### config.mk
export PLATFORM = sky130hd
export DESIGN_NAME = ring_buffer_deque
export DESIGN_NICKNAME = d
export VERILOG_FILES = /design/src/rtl/rbd_pkg.sv /design/src/rtl/ring_buffer_deque.sv /design/src/rtl/rbd_ram.sv /design/src/rtl/rbd_ctrl.sv /design/src/rtl/rbd_out.sv
export SDC_FILE = /design/constraint.sdc
export NUM_CORES = 1
export LEC_CHECK = 0
export ABC_AREA = 1
export BUFFER_PORTS_ARGS = -buffer_cell sky130_fd_sc_hd__buf_4
export CORE_MARGIN = 3
export CORE_UTILIZATION = 25
export DETAILED_ROUTE_END_ITERATION = 6
export PLACE_DENSITY = 0.37
export SLEW_MARGIN = 20
export SYNTH_ARGS = -nofsm -noshare
export SYNTH_HDL_FRONTEND = slang
export SYNTH_SLANG_ARGS = --single-unit
export TNS_END_PERCENT = 50
### constraint.sdc
create_clock -name clk -period 5.1 [get_ports clk]
set_clock_uncertainty 0.05 [all_clocks]
set_input_delay 1.02 -clock clk [delete_from_list [all_inputs] [get_ports clk]]
set_output_delay 1.02 -clock clk [all_outputs]
set_load 0.01 [all_outputs]
### src/rtl/rbd_pkg.sv
`timescale 1ns / 1ps
// ----------------------------------------------------------------------------
// rbd_pkg
// Shared types and operation codes for the ring buffer deque.
// ----------------------------------------------------------------------------
package rbd_pkg;

    localparam int OP_W     = 3;
    localparam int DATA_W   = 32;
    localparam int OCC_W    = 5;

    localparam logic [OP_W-1:0] OP_PUSH_BACK  = 3'd0;
    localparam logic [OP_W-1:0] OP_PUSH_FRONT = 3'd1;
    localparam logic [OP_W-1:0] OP_POP_FRONT  = 3'd2;
    localparam logic [OP_W-1:0] OP_POP_BACK   = 3'd3;
    localparam logic [OP_W-1:0] OP_FLUSH      = 3'd4;

    typedef struct packed {
        logic [OP_W-1:0]   operation;
        logic [DATA_W-1:0] data_in;
    } rbd_req_t;

    typedef struct packed {
        logic [DATA_W-1:0] data_out;
        logic              accepted;
        logic [OCC_W-1:0]  occupancy;
    } rbd_rsp_t;

    // Per-request status handed from the pointer logic to the result stage.
    typedef struct packed {
        logic             pop;
        logic             accepted;
        logic [OCC_W-1:0] occupancy;
    } rbd_stage_t;

endpackage

### src/rtl/ring_buffer_deque.sv
`timescale 1ns / 1ps
// ----------------------------------------------------------------------------
// ring_buffer_deque
// Double-ended queue held in a power-of-two circular store.
// ----------------------------------------------------------------------------
// Each request pushes at the back or front, pops from the front or back, or
// flushes, and returns one response with the popped item, a success flag and
// the occupancy after the operation. One request is taken every clock while
// req_ready is high. The storage read is registered at the edge that accepts
// the request, and the response register loads from it once the result
// stage can advance. req_ready drops only while both result stages are full
// and rsp_ready is low. Storage is DEPTH words of ITEM_WIDTH bits; DEPTH
// must be a power of two.
module ring_buffer_deque #(
    parameter int DEPTH      = 16,
    parameter int ITEM_WIDTH = 32
) (
    input  logic              clk,
    input  logic              rst_n,
    input  logic              req_valid,
    output logic              req_ready,
    input  rbd_pkg::rbd_req_t req,
    output logic              rsp_valid,
    input  logic              rsp_ready,
    output rbd_pkg::rbd_rsp_t rsp
);
    import rbd_pkg::*;

    localparam int IDX_W = $clog2(DEPTH);

    logic             fire;
    logic             we;
    logic             re;
    logic [IDX_W-1:0] waddr;
    logic [IDX_W-1:0] raddr;
    logic [ITEM_WIDTH-1:0] wdata;
    logic [ITEM_WIDTH-1:0] rdata;
    rbd_stage_t       stage;
    logic             can_take;

    assign req_ready = can_take;
    assign fire      = req_valid && can_take;

    rbd_ctrl #(
        .DEPTH      (DEPTH),
        .ITEM_WIDTH (ITEM_WIDTH)
    ) u_ctrl (
        .clk   (clk),
        .rst_n (rst_n),
        .fire  (fire),
        .req   (req),
        .we    (we),
        .waddr (waddr),
        .wdata (wdata),
        .re    (re),
        .raddr (raddr),
        .stage (stage)
    );

    rbd_ram #(
        .WIDTH (ITEM_WIDTH),
        .DEPTH (DEPTH)
    ) u_ram (
        .clk   (clk),
        .we    (we),
        .waddr (waddr),
        .wdata (wdata),
        .re    (re),
        .raddr (raddr),
        .rdata (rdata)
    );

    rbd_out #(
        .ITEM_WIDTH (ITEM_WIDTH)
    ) u_out (
        .clk       (clk),
        .rst_n     (rst_n),
        .fire      (fire),
        .stage     (stage),
        .rdata     (rdata),
        .can_take  (can_take),
        .rsp_valid (rsp_valid),
        .rsp_ready (rsp_ready),
        .rsp       (rsp)
    );

endmodule

### src/rtl/rbd_ram.sv
`timescale 1ns / 1ps
// ----------------------------------------------------------------------------
// rbd_ram
// Generic single-write, single-read RAM with a registered read port.
// ----------------------------------------------------------------------------
module rbd_ram #(
    parameter int WIDTH = 32,
    parameter int DEPTH = 16
) (
    input  logic                     clk,
    input  logic                     we,
    input  logic [$clog2(DEPTH)-1:0] waddr,
    input  logic [WIDTH-1:0]         wdata,
    input  logic                     re,
    input  logic [$clog2(DEPTH)-1:0] raddr,
    output logic [WIDTH-1:0]         rdata
);

    logic [WIDTH-1:0] mem_reg [DEPTH];
    logic [WIDTH-1:0] rdata_reg;

    always_ff @(posedge clk)
    begin
        if (we)
        begin
            mem_reg[waddr] <= wdata;
        end
        if (re)
        begin
            rdata_reg <= mem_reg[raddr];
        end
    end

    assign rdata = rdata_reg;

endmodule

### src/rtl/rbd_ctrl.sv
`timescale 1ns / 1ps
// ----------------------------------------------------------------------------
// rbd_ctrl
// Front and back pointers, full/empty decisions and storage access for
// each accepted request.
// ----------------------------------------------------------------------------
module rbd_ctrl #(
    parameter int DEPTH      = 16,
    parameter int ITEM_WIDTH = 32
) (
    input  logic                     clk,
    input  logic                     rst_n,
    input  logic                     fire,
    input  rbd_pkg::rbd_req_t        req,
    output logic                     we,
    output logic [$clog2(DEPTH)-1:0] waddr,
    output logic [ITEM_WIDTH-1:0]    wdata,
    output logic                     re,
    output logic [$clog2(DEPTH)-1:0] raddr,
    output rbd_pkg::rbd_stage_t      stage
);
    import rbd_pkg::*;

    localparam int IDX_W = $clog2(DEPTH);
    localparam int PTR_W = IDX_W + 1;

    logic [PTR_W-1:0] back_reg, back_next;
    logic [PTR_W-1:0] front_reg, front_next;
    logic [PTR_W-1:0] occ_now;
    logic [PTR_W-1:0] occ_after;
    logic [PTR_W+OCC_W-1:0] occ_ext;
    logic [ITEM_WIDTH+DATA_W-1:0] word_ext;
    logic full;
    logic empty;
    logic ok;
    logic pop;
    logic wr;
    logic rd;
    logic [PTR_W-1:0] back_dec;
    logic [PTR_W-1:0] front_dec;

    assign occ_now   = back_reg - front_reg;
    assign full      = (occ_now == PTR_W'(DEPTH));
    assign empty     = (occ_now == '0);
    assign back_dec  = back_reg - PTR_W'(1);
    assign front_dec = front_reg - PTR_W'(1);

    // The stored word keeps the low ITEM_WIDTH bits of the request data.
    assign word_ext = {{ITEM_WIDTH{1'b0}}, req.data_in};
    assign wdata    = word_ext[ITEM_WIDTH-1:0];

    always_comb
    begin
        back_next  = back_reg;
        front_next = front_reg;
        ok         = 1'b0;
        pop        = 1'b0;
        wr         = 1'b0;
        rd         = 1'b0;
        waddr      = back_reg[IDX_W-1:0];
        raddr      = front_reg[IDX_W-1:0];
        unique case (req.operation)
            OP_PUSH_BACK:
            begin
                ok        = !full;
                wr        = !full;
                waddr     = back_reg[IDX_W-1:0];
                back_next = full ? back_reg : back_reg + PTR_W'(1);
            end
            OP_PUSH_FRONT:
            begin
                ok         = !full;
                wr         = !full;
                waddr      = front_dec[IDX_W-1:0];
                front_next = full ? front_reg : front_dec;
            end
            OP_POP_FRONT:
            begin
                ok         = !empty;
                pop        = !empty;
                rd         = !empty;
                raddr      = front_reg[IDX_W-1:0];
                front_next = empty ? front_reg : front_reg + PTR_W'(1);
            end
            OP_POP_BACK:
            begin
                ok        = !empty;
                pop       = !empty;
                rd        = !empty;
                raddr     = back_dec[IDX_W-1:0];
                back_next = empty ? back_reg : back_dec;
            end
            OP_FLUSH:
            begin
                ok        = 1'b1;
                back_next = front_reg;
            end
            default:
            begin
                ok = 1'b0;
            end
        endcase
    end

    assign occ_after = back_next - front_next;
    assign occ_ext   = {{OCC_W{1'b0}}, occ_after};

    assign we              = fire & wr;
    assign re              = fire & rd;
    assign stage.pop       = pop;
    assign stage.accepted  = ok;
    assign stage.occupancy = occ_ext[OCC_W-1:0];

    always_ff @(posedge clk or negedge rst_n)
    begin
        if (!rst_n)
        begin
            back_reg  <= '0;
            front_reg <= '0;
        end
        else if (fire)
        begin
            back_reg  <= back_next;
            front_reg <= front_next;
        end
    end

endmodule

### src/rtl/rbd_out.sv
`timescale 1ns / 1ps
// ----------------------------------------------------------------------------
// rbd_out
// Result pipeline: a stage that waits on the storage read, then the
// response register that faces the consumer.
// ----------------------------------------------------------------------------
module rbd_out #(
    parameter int ITEM_WIDTH = 32
) (
    input  logic                    clk,
    input  logic                    rst_n,
    input  logic                    fire,
    input  rbd_pkg::rbd_stage_t     stage,
    input  logic [ITEM_WIDTH-1:0]   rdata,
    output logic                    can_take,
    output logic                    rsp_valid,
    input  logic                    rsp_ready,
    output rbd_pkg::rbd_rsp_t       rsp
);
    import rbd_pkg::*;

    logic       s1_valid_reg, s1_valid_next;
    rbd_stage_t s1_info_reg;
    logic       out_valid_reg, out_valid_next;
    rbd_rsp_t   rsp_reg, rsp_next;
    logic       advance;
    logic [ITEM_WIDTH+DATA_W-1:0] rdata_ext;

    // The read data stays put in the RAM until the next pop is issued,
    // and a pop is only issued when this stage is free to move on.
    assign advance  = s1_valid_reg && (!out_valid_reg || rsp_ready);
    assign can_take = !s1_valid_reg || advance;

    assign rdata_ext = {{DATA_W{1'b0}}, rdata};

    always_comb
    begin
        s1_valid_next = fire ? 1'b1 : (advance ? 1'b0 : s1_valid_reg);
        out_valid_next = advance ? 1'b1 : (rsp_ready ? 1'b0 : out_valid_reg);
        rsp_next.data_out  = s1_info_reg.pop ? rdata_ext[DATA_W-1:0] : '0;
        rsp_next.accepted  = s1_info_reg.accepted;
        rsp_next.occupancy = s1_info_reg.occupancy;
    end

    always_ff @(posedge clk or negedge rst_n)
    begin
        if (!rst_n)
        begin
            s1_valid_reg  <= 1'b0;
            out_valid_reg <= 1'b0;
        end
        else
        begin
            s1_valid_reg  <= s1_valid_next;
            out_valid_reg <= out_valid_next;
        end
    end

    always_ff @(posedge clk)
    begin
        if (fire)
        begin
            s1_info_reg <= stage;
        end
        if (advance)
        begin
            rsp_reg <= rsp_next;
        end
    end

    assign rsp_valid = out_valid_reg;
    assign rsp       = rsp_reg;

endmodule

==> summary.txt, run 1 <==
Power
  • Pwr Density: 503.6 nW/µm²
  • Clock group share of total power: 33.5%
  • NetSw: 0.004706 W
  • Switch share: about a third
  • Sequential share of power: between 40% and 50%
  • Leakage: 9.462 nW
  • Max VDD drop: around 0.29 mV
  • Combinational share of power: ~26%
  • Int Power: between 0.009 and 0.01 W

CTS
  • # hold bufs at CTS: 0
  • Worst skew pair latency: ~0.6 ns
  • CTS H-tree lvls: 3
  • # Post-CTS Setup Buffers: 0
  • Clk pin slew, worst setup/hold paths: around 0.07 ns
  • Cts bufs inserted: 70
  • Post_cts resized: 0
  • CTS tree: done
  • CTS Root Cell: clkbuf_16
  • Clk sinks: 601
  • Clock Path Buffers: 3

Global routing
  • Number of global-route vias before repair: 15485
  • First-pass GRT wire length: 104200 µm
  • Remaining global-route overflow: 0
  • Largest net degree at the start of global routing: roughly 210
  • All-Layer GR Usage: between 10% and 20%
  • Initial antenna violation count: 3

Drt
  • DRC: 0
  • Vias: roughly 15000
  • DRT Wirelength: 70040 µm
  • Vias/cell: between 4 and 5
  • WL per Instance: 21.90 µm
  • Iteration-0 DRC Markers: approximately 1100
  • Total iterations of the first detailed-routing run: 5
  • Routed Antenna Nets: 0

Layout
  • Commonest non-fill, non-tap cell in the layout: edfxtp_1
  • Max reg flops: ~510
  • Fin area: between 20000 and 30000 µm²
  • Number of nets in the layout: between 1500 and 2000
  • Layout cells sized above 1: between 10% and 20%
  • Reg area: around 18000 µm²
  • Final Util: between 20% and 30%
  • Multi-input gate area: around 5400 µm²
  • Commonest non-fill, non-tap cells in the layout: edfxtp_1 (589), nor2_1 (272), o21ai_0 (230), nand2_1 (147), buf_4 (113)
  • Syn-to-layout area delta: 18.21%
  • Fillers: 9563

Die
  • Die Width: ~320 µm
  • Die Ht: 316.1 µm
  • Row count: approximately 110
  • Initial Util: approximately 25%
  • Die ar.: approximately 100000 µm²
  • Ports: 79
  • Placeable core area: 95150 µm²

Worst setup path
  • Worst Setup EP: u_ram.mem_reg[8][13]
  • Worst setup SP type: register
  • Crit path capture type: register
  • Worst-path maximum fanout: 20
  • Worst-case reg-to-reg path depth: 14
  • WS Path Type: register to register
  • Reg2reg setup slack: approximately 0.94 ns
  • Worst path arrival time: ~4.4 ns
  • Worst R2R End: u_ram.mem_reg[8][13]
  • Critical path startpoint: u_ctrl.front_reg[1]
  • Critical R2R Launch: u_ctrl.front_reg[1]
  • Required time worst endpoint: roughly 5.3 ns

STA
  • Fmax: 240.4 MHz
  • Rel. slew slack: 29.26%
  • Setup_tns: 0 ns
  • Fin crit period: slightly above 4 ns
  • Slew Limit Fails: 0
  • RSZ-0062 raised after global routing: no
  • Crit share post-route: 81.56%
  • Final Hold Violating Endpoints: 0
  • Hold Slack: 0.2193 ns
  • Tightest Pin Transition: 1.061 ns
  • Final count of negative-setup-slack endpoints: 0

Yosys
  • Synth Flop Type: edfxtp_1
  • Library cells used by synthesis: 33
  • Fraction of registers with async set/reset: 1.997%
  • Main combinational cell family by area after synthesis: compound AO/OA/AOI/OAI gates
  • Adder-cell share of the synthesized area: less than 1%
  • Yosys Warn Count: 0
  • Number of synthesized flops with an enable pin: 589
  • Xor/xnor cell area share of the yosys netlist: less than 1%
  • Post-synthesis mux area share: 0%
  • Gate Count Post-Synth: roughly 1800
  • Sequential fraction of the synthesis area: roughly three quarters
  • Synth Cell Area: approximately 24000 µm²
  • Syn Nets: 1855
  • Synth Area in Compound Gates: 11.82%
  • Number of synthesized register bits: approximately 600
  • Average size of a mapped cell: between 10 and 15 µm²
  • Simple-gate share of the synthesized area: 8.574%

Placement
  • Post-DP HPWL: 38240 µm
  • Port-buffer cells: 78
  • Placer Congestion: 0.8123
  • Placed Area: roughly 26000 µm²

Run status
  • Status: completed

Run
  • Max_cap viols: 0

Hold path
  • Min-Delay Path Class: input port to async pin
==> worst max-delay path, stage by stage, from the launching register on <==
cell,delay (ns)
dfrtp_1,0.48
inv_1,0.16
ha_1,0.36
nand2_1,0.12
nand2_1,0.08
nand2_1,0.10
nand2_1,0.07
nand2_1,0.06
nand2_1,0.10
nand2_2,0.28
nand2_1,0.11
nor2_1,0.30
nand3_1,0.40
nor2_4,0.77
buf_4,0.37
==> stage by stage <==
step                      total power [W]  instances  setup slack, ns
final                             0.01431       3198           0.9404
after global routing              0.01515       3198           0.6704
after CTS                         0.01458       3196           0.9020
after detailed placement         0.009703       3074           0.9249
after floorplan                  0.008330       1803            1.169
after global placement           0.009713       3074           0.9999
==> power by group through the flow <==
stage | clock network [W] | registers [W] | logic [W]
2_1_floorplan | 0 | 0.00592 | 0.00241
3_3_place_gp | 0 | 0.00595 | 0.00376
6_report | 0.00479 | 0.00585 | 0.00367
4_1_cts | 0.00497 | 0.00585 | 0.00376
5_1_grt | 0.00516 | 0.00587 | 0.00412
3_5_place_dp | 0 | 0.00595 | 0.00375
==> synth_stat cells, types with 34 or more instances <==
| cell | instances | area, µm² |
|---|---|---|
| o211ai_1 | 41 | 307.8 |
| nand2_1 | 147 | 551.8 |
| clkbuf_1 | 34 | 127.6 |
| buf_2 | 73 | 365.4 |
| o221ai_1 | 92 | 805.8 |
| o22ai_1 | 36 | 225.2 |
| o21ai_0 | 230 | 1151 |
| nor2_1 | 289 | 1085 |
| inv_1 | 78 | 292.8 |
| nand3_1 | 69 | 345.3 |
| edfxtp_1 | 589 | 17690 |
| o21ai_1 | 47 | 235.2 |
==> logic make-up (layout without fill, tap and decap cells) <==
group,Yosys count,count (layout)
AO/OA/AOI/OAI,463,463
XOR/XNOR,14,14
adder cells (fa/ha/maj),13,13
buffers and inverters,197,325
flip-flops,601,601
other,0,2
AND/OR/NAND/NOR,515,515
==> cell type report <==
| type | count | area share, % |
|---|---|---|
| inverters | 82 | 1.110 |
| multi-input cells | 1005 | 18.85 |
| repair buffers | 121 | 3.550 |
| clock buffers | 87 | 6.390 |
| clock inverters | 35 | 1.202 |
| diodes | 2 | 0.01762 |
| well taps | 1265 | 5.571 |
| flip-flops and latches | 601 | 63.31 |
==> layer usage <==
| metal | track usage, % | vias up | wire length (µm) |
|---|---|---|---|
| li1 | - | 6872 | - |
| met1 | 18.65 | 7631 | 31430 |
| met2 | 23.79 | 373 | 34210 |
| met3 | 1.935 | 90 | 2939 |
| met4 | 4.168 | 2 | 1460 |
| met5 | 0 | - | 12 |
==> worst min path at each step <==
stage | start | to | depth (start not counted)
3_3_place_gp | u_out.rsp_next[4] | u_out.rsp[4] | 0
3_5_place_dp | u_out.rsp_next[4] | u_out.rsp[4] | 0
5_1_grt | rst_n | u_ctrl.front_reg[4] | 1
2_1_floorplan | u_out.rsp_next[0] | u_out.rsp[0] | 0
6_report | rst_n | u_ctrl.back_reg[3] | 1
4_1_cts | rst_n | u_ctrl.front_reg[4] | 1
Note: power is estimated with default switching activity, not from simulation.
==> inputs of run 2 (changes only) <==
==> constraint.sdc (replaced) <==
create_clock -name clk -period 4.05 [get_ports clk]
set_clock_uncertainty 0.05 [all_clocks]
set_input_delay 0.81 -clock clk [delete_from_list [all_inputs] [get_ports clk]]
set_output_delay 0.81 -clock clk [all_outputs]
set_load 0.01 [all_outputs]
==> run 2 against run 1 <==
Effect of this change:
- setup slack got worse by 0.61 ns
- wire length rose by 1.2%
- worst hold slack improved by 0.15 ns
- critical path depth rose by 8
- clock-buffer cell count fell by 4
- clock power rose by 28%
- critical path type unchanged
==> summary.txt, run 2 (same netlist as run 1, synthesis figures left out) <==
Placement
  • Port-buffer cells: 78 (unchanged)
  • Placed Cells: 3097 (was 3074)
  • Placer Congestion: 0.8437 (was 0.8123)
  • Placed Area: 26550 µm² (was 26250 µm²)
  • Post-DP HPWL: 38490 µm (was 38240 µm)

Drt
  • Routed Antenna Nets: 0 (unchanged)
  • Met1 WL: 32010 µm (was 31430 µm)
  • Iteration-0 DRC Markers: 1108 (was 1128)
  • Met3 WL: 2779 µm (was 2939 µm)
  • Total iterations of the first detailed-routing run: 5 (unchanged)
  • Vias: 14999 (was 14968)
  • DRC: 0 (unchanged)
  • Max layer used: met4 (was met5)
  • Routed wl met2: 34650 µm (was 34210 µm)
  • WL per Instance: 21.97 µm (was 21.90 µm)
  • Vias/cell: 4.648 (was 4.680)
  • DRT Wirelength: 70900 µm (was 70040 µm)

Worst setup path
  • Critical-path top delay cell: dfrtp_1 (was nor2_4)
  • Worst path arrival time: 4.03 ns (was 4.40 ns)
  • Crit-path most repeated cell: nand2_1 (unchanged)
  • Critical Path Max Stage Delay: 0.47 ns (was 0.77 ns)
  • Worst setup SP type: register (unchanged)
  • Required time worst endpoint: 4.36 ns (was 5.34 ns)
  • Worst-path maximum fanout: 15 (was 20)
  • WS Path Type: register to register (unchanged)
  • Critical path, cell by cell: inv_1 -> ha_1 -> nand2_1 -> nand2_1 -> nand2_1 -> nand2_1 -> nand2_1 -> nand2_1 -> nand2_2 -> inv_1 -> nand2_1 -> nand3_1 -> nand4_1 -> nand2_1 -> ha_1 -> fa_1 -> inv_1 -> a31oi_1 -> inv_1 -> nand3_1 -> nand3_1 -> nand2_1 (was inv_1 -> ha_1 -> nand2_1 -> nand2_1 -> nand2_1 -> nand2_1 -> nand2_1 -> nand2_1 -> nand2_2 -> nand2_1 -> nor2_1 -> nand3_1 -> nor2_4 -> buf_4)
  • Crit path capture type: register (unchanged)
  • Bufs and invs on worst path: 4 (was 2)
  • Largest delay share family, worst path: simple AND/OR/NAND/NOR gates (unchanged)

CTS
  • Clock Path Buffers: 3 (unchanged)
  • Worst skew pair latency: 0.62 ns (was 0.60 ns)
  • CTS tree: done (unchanged)
  • Clk pin slew, worst setup/hold paths: 0.06 ns (was 0.07 ns)
  • CTS H-tree lvls: 3 (unchanged)
  • Clk sinks: 601 (unchanged)
  • CTS Root Cell: clkbuf_16 (unchanged)
  • Cts bufs inserted: 71 (was 70)

Layout
  • Commonest non-fill, non-tap cell in the layout: edfxtp_1 (unchanged)
  • Commonest non-fill, non-tap cells in the layout: edfxtp_1 (589), nor2_1 (272), o21ai_0 (230), nand2_1 (147), buf_4 (126) (was edfxtp_1 (589), nor2_1 (272), o21ai_0 (230), nand2_1 (147), buf_4 (113))
  • Fin area: 28770 µm² (was 28410 µm²)
  • Syn-to-layout area delta: 19.72% (was 18.21%)
  • Max reg flops: 512 (unchanged)
  • Fillers: 9443 (was 9563)
  • Layout cells sized above 1: 13.92% (was 12.48%)
  • Post-Layout Cell Count: 3227 (was 3198)
  • Number of nets in the layout: 1958 (was 1933)

Power
  • Leakage: 9.650 nW (was 9.462 nW)
  • Max VDD drop: 0.4323 mV (was 0.2903 mV)
  • Pwr Density: 631.9 nW/µm² (was 503.6 nW/µm²)
  • Total power: 0.01818 W (was 0.01431 W)

Run
  • Max_cap viols: 0 (unchanged)

Die
  • Row count: 113 (unchanged)
  • Die Ht: 316.1 µm (unchanged)
  • Placeable core area: 95150 µm² (unchanged)
  • Die Width: 316.1 µm (unchanged)
  • Initial Util: 25.26% (unchanged)
  • Ports: 79 (unchanged)
  • Die ar.: 99890 µm² (unchanged)

Global routing
  • First-pass GRT wire length: 104600 µm (was 104200 µm)
  • All-Layer GR Usage: 14.20% (was 14.02%)
  • Initial antenna violation count: 1 (was 3)
  • Largest net degree at the start of global routing: 167 (was 211)
  • Number of global-route vias before repair: 15152 (was 15485)
  • Remaining global-route overflow: 0 (unchanged)

Run status
  • Status: completed (unchanged)

STA
  • Rel. slew slack: 40.12% (was 29.26%)
  • Fin crit period: 3.720 ns (was 4.160 ns)
  • Final Hold Violating Endpoints: 0 (unchanged)
  • Crit share post-route: 91.84% (was 81.56%)
  • Tightest Pin Transition: 0.8983 ns (was 1.061 ns)
  • RSZ-0062 raised after global routing: yes (was no)
  • Fmax: 268.8 MHz (was 240.4 MHz)
  • Final count of negative-setup-slack endpoints: 0 (unchanged)
  • Slew Limit Fails: 0 (unchanged)

Hold path
  • Min-Delay Path Class: register to register (was input port to async pin)
run 2: cell types whose count changed in the layout (fill, tap and decap cells not counted), moves of 2 or more:
cell	delta
buf_4	+13
buf_12	+10
clkinv_2	+7
clkbuf_1	-6
clkinv_1	+4
clkbuf_16	+2
clkinv_8	-2
clkinvlp_4	+2
inv_16	+2
inv_6	-2
run 2: path summary, 6_finish.rpt:
| check | to | cells past startpoint | slack, ns | start |
|---|---|---|---|---|
| setup / recovery | u_out.rsp_next[4] | 22 | 0.33 | u_ctrl.front_reg[1] |
| hold / removal | u_out.rsp[4] | 0 | 0.37 | u_out.rsp_next[4] |
| setup reg to reg | u_out.rsp_next[4] | 22 | 0.33 | u_ctrl.front_reg[1] |
| hold reg to reg | u_out.rsp[4] | 0 | 0.37 | u_out.rsp_next[4] |
| max in group asynchronous | u_ctrl.back_reg[0] | 2 | 3.20 | rst_n |
| min in group asynchronous | u_ctrl.front_reg[2] | 2 | 0.56 | rst_n |
run 2: layer usage:
layer / vias to the layer above / track usage (%)
met1: 7625 / 18.98
met5: - / 0
li1: 6918 / -
met4: 0 / 4.189
met3: 100 / 2.006
met2: 356 / 23.99
run 2: through the flow:
step / setup TNS, ns / utilization [%] / setup WS (ns) / hold WS (ns)
final: 0 / 30.24 / 0.3304 / 0.3687
after global routing: -0.01332 / 30.24 / -0.01332 / 0.3769
after CTS: 0 / 30.23 / 0.2898 / 0.3688
after detailed placement: 0 / 27.90 / 0.2832 / 0.3554
after global placement: 0 / 27.90 / 0.3960 / 0.3570
after floorplan: 0 / - / 0.1186 / 0.3503
run 2: what timing repair did:
action | 4_1_cts | 5_1_grt
endpoints found under the hold margin | 12 | 0
setup endpoints to repair | 0 | 8
gates resized for setup | 0 | 1
hold buffers | 1 | 0
setup buffers | 0 | 0
run 2: report_power, final:
| group | total (W) | internal [W] | switching [W] |
|---|---|---|---|
| Sequential | 0.00734 | 0.00722 | 0.000120 |
| Clock | 0.00612 | 0.00353 | 0.00259 |
| Combinational | 0.00472 | 0.00144 | 0.00328 |
| Total | 0.0182 | 0.0122 | 0.00599 |
run 2: final cells by class:
cell class	count	area (µm²)	area share [%]
flip-flops and latches	601	17990	62.51
clock inverters	45	366.6	1.274
inverters	82	315.3	1.096
well taps	1265	1583	5.501
multi-input cells	1005	5360	18.63
clock buffers	83	1843	6.405
repair buffers	145	1316	4.575
diodes	1	2.502	0.008697
